--- config.mk ---
export PLATFORM = sky130hd
export DESIGN_NAME = obbt_axis_cmp
export DESIGN_NICKNAME = d
export VERILOG_FILES = /design/src/design/obbt_pkg.sv /design/src/design/obbt_axis_cmp.sv
export SDC_FILE = /design/constraint.sdc
export NUM_CORES = 1
export LEC_CHECK = 0
export BUFFER_PORTS_ARGS = -buffer_cell sky130_fd_sc_hd__clkbuf_2
export CAP_MARGIN = 20
export CORE_MARGIN = 2
export CORE_UTILIZATION = 58
export CTS_BUF_LIST = sky130_fd_sc_hd__clkbuf_8
export DETAILED_ROUTE_END_ITERATION = 10
export GPL_TIMING_DRIVEN = 0
export PLACE_DENSITY = 0.95
export SKIP_LAST_GASP = 1
export SLEW_MARGIN = 10
export SYNTH_ARGS = -nofsm -noshare
export SYNTH_HDL_FRONTEND = slang
export SYNTH_SLANG_ARGS = --single-unit
--- constraint.sdc ---
create_clock -name clk -period 4.2 [get_ports clk]
set_input_delay 0.63 -clock clk [delete_from_list [all_inputs] [get_ports clk]]
set_output_delay 0.63 -clock clk [all_outputs]
set_load 0.03 [all_outputs]
--- src/design/obbt_pkg.sv ---
// Shared widths and constants for the oriented-box overlap pipeline.
package obbt_pkg;

  localparam int COORD_W = 24;  // signed Q15.8 center
  localparam int SIZE_W  = 23;  // unsigned Q15.8 full size
  localparam int TRIG_W  = 16;  // signed Q1.14 cos/sin
  localparam int DIFF_W  = 25;  // center difference, Q.8
  localparam int TT_W    = 32;  // trig * trig product, Q.28
  localparam int AX_W    = 33;  // axis dot axis, signed Q.28
  localparam int AXM_W   = 32;  // |axis dot axis|, at most 2^31
  localparam int DP_W    = 41;  // diff * trig product, Q.22
  localparam int DS_W    = 42;  // diff dot axis, signed Q.22
  localparam int DM_W    = 41;  // |diff dot axis|, at most 2^40
  localparam int EP_W    = 55;  // size * |axis dot axis|, Q.36
  localparam int CMP_W   = 57;  // doubled compare domain, Q.36

  // Shifts that line both sides of the compare up in Q.36 (the 0.5 factor
  // on the extents is folded in by doubling everything).
  localparam int LHS_SHIFT = 15;
  localparam int OWN_SHIFT = 28;

  // Pipeline depth: four stages in the top, two in each axis unit.
  localparam int PIPE_DEPTH = 6;

endpackage

--- src/design/obbt_axis_cmp.sv ---
// One separating-axis check: builds both sides in Q.36, then compares.
module obbt_axis_cmp (
  input  logic                         clk,
  input  logic                         en,
  input  logic [obbt_pkg::DM_W-1:0]    proj_mag,
  input  logic [obbt_pkg::SIZE_W-1:0]  own_size,
  input  logic [obbt_pkg::EP_W-1:0]    ext_p,
  input  logic [obbt_pkg::EP_W-1:0]    ext_q,
  output logic                         sep
);
  import obbt_pkg::*;

  logic [CMP_W-1:0] lhs;
  logic [CMP_W-1:0] rhs;

  // stage 5: 2c and 2(a+b)
  always_ff @(posedge clk) begin
    if (en) begin
      lhs <= CMP_W'({proj_mag, {LHS_SHIFT{1'b0}}});
      rhs <= CMP_W'({own_size, {OWN_SHIFT{1'b0}}}) + CMP_W'(ext_p) + CMP_W'(ext_q);
    end
  end

  // stage 6: strict compare, touching is not a separation
  always_ff @(posedge clk) begin
    if (en) begin
      sep <= (lhs > rhs);
    end
  end

endmodule

==> results of run 1 <==
## worst max-delay path by stage
stage	from	endpoint	slack, ns
floorplan	ext_p[1]	rhs[47]	0.82
global placement	ext_p[1]	rhs[53]	0.25
detailed placement	ext_p[1]	rhs[53]	0.17
CTS	ext_p[1]	rhs[53]	0.56
global route	ext_p[1]	rhs[53]	0.32
finish	ext_p[1]	rhs[53]	0.40
## sequential cells by signal, indices dropped and copies added, names as in the netlist
signal and cells:
sep 1, lhs 41, rhs 57
## kinds of logic after synthesis
| group | Yosys count | share of synthesized area (%) |
|---|---|---|
| adder cells (fa/ha/maj) | 151 | 24.72 |
| buffers and inverters | 85 | 3.901 |
| AND/OR/NAND/NOR | 193 | 11.81 |
| multiplexers | 3 | 0.3588 |
| XOR/XNOR | 44 | 4.604 |
| AO/OA/AOI/OAI | 242 | 19.09 |
| flip-flops | 99 | 35.52 |
## layout make-up
cell class	count	area, um^2	area share (%)
clock inverter	7	67.56	0.6967
clock buffer	9	123.9	1.277
sequential	99	2973	30.65
inverter	63	236.5	2.438
timing repair buffer	177	910.9	9.392
tap	180	225.2	2.322
multi-input combinational	633	5071	52.29
buffer	22	90.09	0.9289
## metrics by stage
| stage | cells | hold slack, ns | power, W |
|---|---|---|---|
| 3_5_place_dp | 1174 | 0.8086 | 0.002893 |
| 6_report | 1190 | 0.4284 | 0.003506 |
| 4_1_cts | 1190 | 0.4170 | 0.003484 |
| 5_1_grt | 1190 | 0.4124 | 0.003743 |
| 2_1_floorplan | 817 | 0.7289 | 0.002430 |
| 3_3_place_gp | 1173 | 0.8072 | 0.002803 |
## power breakdown
group | internal (W) | switching [W] | total (W)
combinational | 0.000638 | 0.000901 | 0.00154
clock | 0.000274 | 0.000321 | 0.000594
sequential | 0.00132 | 0.0000559 | 0.00137
total | 0.00223 | 0.00128 | 0.00351
## routing by layer
layer	vias up	share of wire [%]	global-route usage [%]	routed length (um)
li1	3447	-	-	-
met1	3346	42	34.76	8393
met2	370	49	46.58	9815
met3	61	6.6	3.526	1331
met4	0	3.2	10.18	636
met5	-	0	0	0
## cell usage in the layout (no fill, tap or decap), types with 10 or more instances in the layout
master,synthesis,final
a21o_1,52,52
nand4_1,24,24
xnor2_1,29,29
nor3_1,12,12
nand3_1,10,10
nor2_1,45,45
o211ai_1,10,10
ha_1,127,127
inv_1,63,63
clkbuf_1,15,15
nand2_1,51,51
fa_1,24,24
o21bai_1,15,15
clkbuf_2,0,175
xor2_1,15,15
o21ai_0,29,29
a21oi_1,78,78
edfxtp_1,99,99
==> metrics, run 1 <==
status completed; number of global-route vias before repair 7069; Syn Area/Cell 10.25 um^2; FILL cells 1012; Avg WL per Cell 16.95 um; Hold Vio Cnt, Final 0; GRT overflow 0; Max-slew headroom 55.96%; syn_nets 1144; worst-case hold path end point lhs[33]; Area Growth Syn to Fin 15.86%; DP Wirelength 16610 um; Seq/Total Area, Yosys 35.52%; Slew @ Worst Pin 0.6591 ns; CTS tree yes; f_max 263.1 MHz; Pleak 4.666 nW; r2r setup slk 2.07 ns; Finish-stage setup viols 0; reg2reg end sep; CP Launch Type input pin; Worst Hold Class in2reg; DR pass1 iterations 7; Tmin final 3.801 ns; boundary pin count 177; Max stage delay on crit path 0.45 ns; n_diodes 0; post-layout util 69.33%; RePlAce Congestion 0.9390; share of post-route cells with drive strength above 1 20.59%; Setup Buffers After CTS 0; Final Cycle Share 90.49%; yosys warns 0; chip width 124.1 um; number of clock buffers inserted by TritonCTS 9; clock root buffer clkbuf_8; starting density of the core 59.84%; max_cap viols 0; Setup TNS Final 0 ns; Arrival @ worst endpoint 3.92 ns; row count 43; number of gates resized after cts 0; Hold Path Stages 1; CTS hold repair buffers 0; post-route clock skew 0.01219 ns; antenna violations before repair 0; CTS Buffer Depth 2; Hold Startpoint proj_mag[18]; largest net degree at the start of global routing 57; Synth area leader edfxtp_1; crit path max fanout 4; Pwr Density 361.5 nW/um^2; nets 1332; Seq cells post-synth 99; top-count cell post-synth ha_1; CP Capture Type register; RSZ-0062 raised after global routing no; vias per cell 6.071; Core Area 13990 um^2; Crit path max-delay family compound AO/OA/AOI/OAI gates; clock transition at the registers of the reported paths 0.09 ns; worst slack, placed 0.1689 ns; Post-route DRC 0; initial detailed-routing violation count 720; VDD IR-drop max 0.1628 mV; R2R depth 10; EDFF count, synth 99; top_reg_cell synth edfxtp_1; Slowest-stage cell, CP fa_1; vias 7224; # port buffers 176; CTS Sinks 99; Slew Limit Fails 0; DRT Wirelength 20180 um; Worst path depth 12; dpl cell area 9507 um^2; CP Class in2reg; top post-synthesis cells by count ha_1, edfxtp_1, a21oi_1; Chip Height 124.1 um; cell-by-cell trace of the critical path clkbuf_2 -> ha_1 -> ha_1 -> fa_1 -> a211oi_2 -> nor3_1 -> o2111a_1 -> o211ai_1 -> a21oi_1 -> o211ai_1 -> nand2_1 -> a211oi_1; reg2reg start rhs[18]; die area 15410 um^2; Worst EP required 4.32 ns; Antenna Violating Nets Remaining 0; clock insertion delay at the later pin of the skew report 0.37 ns; PnR worst setup slack 0.3993 ns; Distinct cells, synth 65; first-pass GRT wire length 32520 um; cell area after synthesis 8371 um^2; share of synthesized registers carrying an async set or reset 0%; H-tree levels 3; Synth area leaders edfxtp_1, ha_1, fa_1; post-layout instance area 9698 um^2; post-synth top area share 35.52%; Buf/Inv on CP 1; Post-Syn Instances 817; total global-route track usage 27.04%
Power figures use the tool's default switching activity.
==> run 2, diff against run 1 <==
--- a/config.mk
+++ b/config.mk
@@ -7,6 +7,7 @@
 export LEC_CHECK = 0
 export BUFFER_PORTS_ARGS = -buffer_cell sky130_fd_sc_hd__clkbuf_2
 export CAP_MARGIN = 20
+export CORE_ASPECT_RATIO = 0.6
 export CORE_MARGIN = 2
 export CORE_UTILIZATION = 58
 export CTS_BUF_LIST = sky130_fd_sc_hd__clkbuf_8
==> constraint.sdc (replaced) <==
create_clock -name clk -period 4 [get_ports clk]
set_input_delay 0.6 -clock clk [delete_from_list [all_inputs] [get_ports clk]]
set_output_delay 0.6 -clock clk [all_outputs]
set_load 0.03 [all_outputs]
==> metrics, run 2 (same netlist as run 1, synthesis figures left out) <==
status completed; Chip Height 97.06 um; Hold Startpoint proj_mag[1]; Reg with most FFs rhs; Hold Path Stages 1; n_diodes 0; Area Growth Syn to Fin 16.19%; Antenna Violating Nets Remaining 0; f_max 262.6 MHz; CP Class in2reg; RePlAce Congestion 0.9361; H-tree levels 3; Core Area 13870 um^2; Max stage delay on crit path 0.53 ns; first-pass GRT wire length 34850 um; clock insertion delay at the later pin of the skew report 0.39 ns; total global-route track usage 28.67%; Tmin final 3.808 ns; r2r setup slk 1.85 ns; CTS Sinks 99; GRT overflow 0; Avg WL per Cell 18.55 um; largest net degree at the start of global routing 64; Slowest-stage cell, CP a211oi_1; Pleak 4.669 nW; clock transition at the registers of the reported paths 0.11 ns; Slew @ Worst Pin 0.7158 ns; VDD IR-drop max 0.1747 mV; vias 7279; CTS Buffer Depth 2; DP Wirelength 18320 um; antenna violations before repair 1; number of gates resized after cts 0; die area 15440 um^2; number of global-route vias before repair 6932; RSZ-0062 raised after global routing no; most frequent cells in the layout clkbuf_2, ha_1, edfxtp_1; chip width 159.1 um; met3 usage 6.786%; CP Launch Type input pin; CTS tree yes; CP Capture Type register; share of post-route cells with drive strength above 1 20.89%; clock root buffer clkbuf_8; Post-route DRC 0; dpl cell area 9522 um^2; boundary pin count 177; # port buffers 176; DRT Wirelength 22290 um; FILL cells 1017; Setup Buffers After CTS 0; GRT busiest layer met1; PnR worst setup slack 0.1920 ns; crit path max fanout 4; reg2reg end sep; nets 1332; Buf/Inv on CP 1; Max-slew headroom 51.96%; Slew Limit Fails 0; top flop regs rhs x57, lhs x41, sep x1; max_cap viols 0; Worst Hold Slack 0.3866 ns; post-layout instance area 9726 um^2; Final Cycle Share 95.20%; max reg flops 57; vias per cell 6.056; row count 33; commonest non-fill, non-tap cell in the layout clkbuf_2; reg2reg start lhs[22]; starting density of the core 60.34%; Worst EP required 4.11 ns; Pwr Density 389.8 nW/um^2; Finish-stage setup viols 0; CTS hold repair buffers 0; DR pass1 iterations 5; number of clock buffers inserted by TritonCTS 9; Crit path max-delay family compound AO/OA/AOI/OAI gates; initial detailed-routing violation count 854; worst-case hold path end point lhs[16]; met2 GRT Util 42.14%; cell-by-cell trace of the critical path clkbuf_2 -> ha_1 -> ha_1 -> fa_1 -> a211oi_2 -> nor3_1 -> o2111a_1 -> o211ai_1 -> a21oi_1 -> o211ai_1 -> nand2_1 -> a211oi_1; worst slack, placed -0.07575 ns; GR Layer Usage met1 42.68%; Worst Hold Class in2reg; Hold Vio Cnt, Final 0; Arrival @ worst endpoint 3.92 ns; R2R depth 9; post-route clock skew 0.01075 ns
-- run 2: where the power goes --
part           switching [W]  internal, W  total [W]
logic                0.00103     0.000676    0.00170
registers          0.0000604      0.00138    0.00144
clock network       0.000396     0.000249   0.000645
-- run 2: cell type report --
cell class / count / area (um^2) / share of cell area [%]
repair buffers: 177 / 910.9 / 9.366
flip-flops and latches: 99 / 2973 / 30.57
plain buffers: 22 / 90.09 / 0.9263
clock inverters: 7 / 80.08 / 0.8234
multi-input cells: 633 / 5071 / 52.14
well taps: 192 / 240.2 / 2.470
clock buffers: 9 / 123.9 / 1.274
inverters: 63 / 236.5 / 2.431
-- run 2: worst max path at each step --
stage                  start  endpoint  slack, ns  cells past startpoint
floorplan           ext_p[1]   rhs[47]       0.65                     11
global placement    ext_p[1]   rhs[53]      0.002                     12
detailed placement  ext_p[1]   rhs[53]      -0.08                     12
CTS                 ext_p[1]   rhs[53]       0.31                     12
global route        ext_p[1]   rhs[53]       0.06                     12
finish              ext_p[1]   rhs[53]       0.19                     12
-- run 2: layer usage --
metal  vias to the layer above  share of wire, %
li1                       3439                 -
met4                         0               2.0
met1                      3332                45
met5                         -                 0
met2                       465                41
met3                        43                12
-- run 2: through the flow --
stage	instances	utilization [%]	power, W	setup TNS, ns
5_1_grt	1202	70.10	0.004018	0
3_3_place_gp	1185	68.42	0.002998	0
6_report	1202	70.10	0.003791	0
3_5_place_dp	1186	68.63	0.003092	-0.07575
2_1_floorplan	817	-	0.002552	0
4_1_cts	1202	70.10	0.003747	0
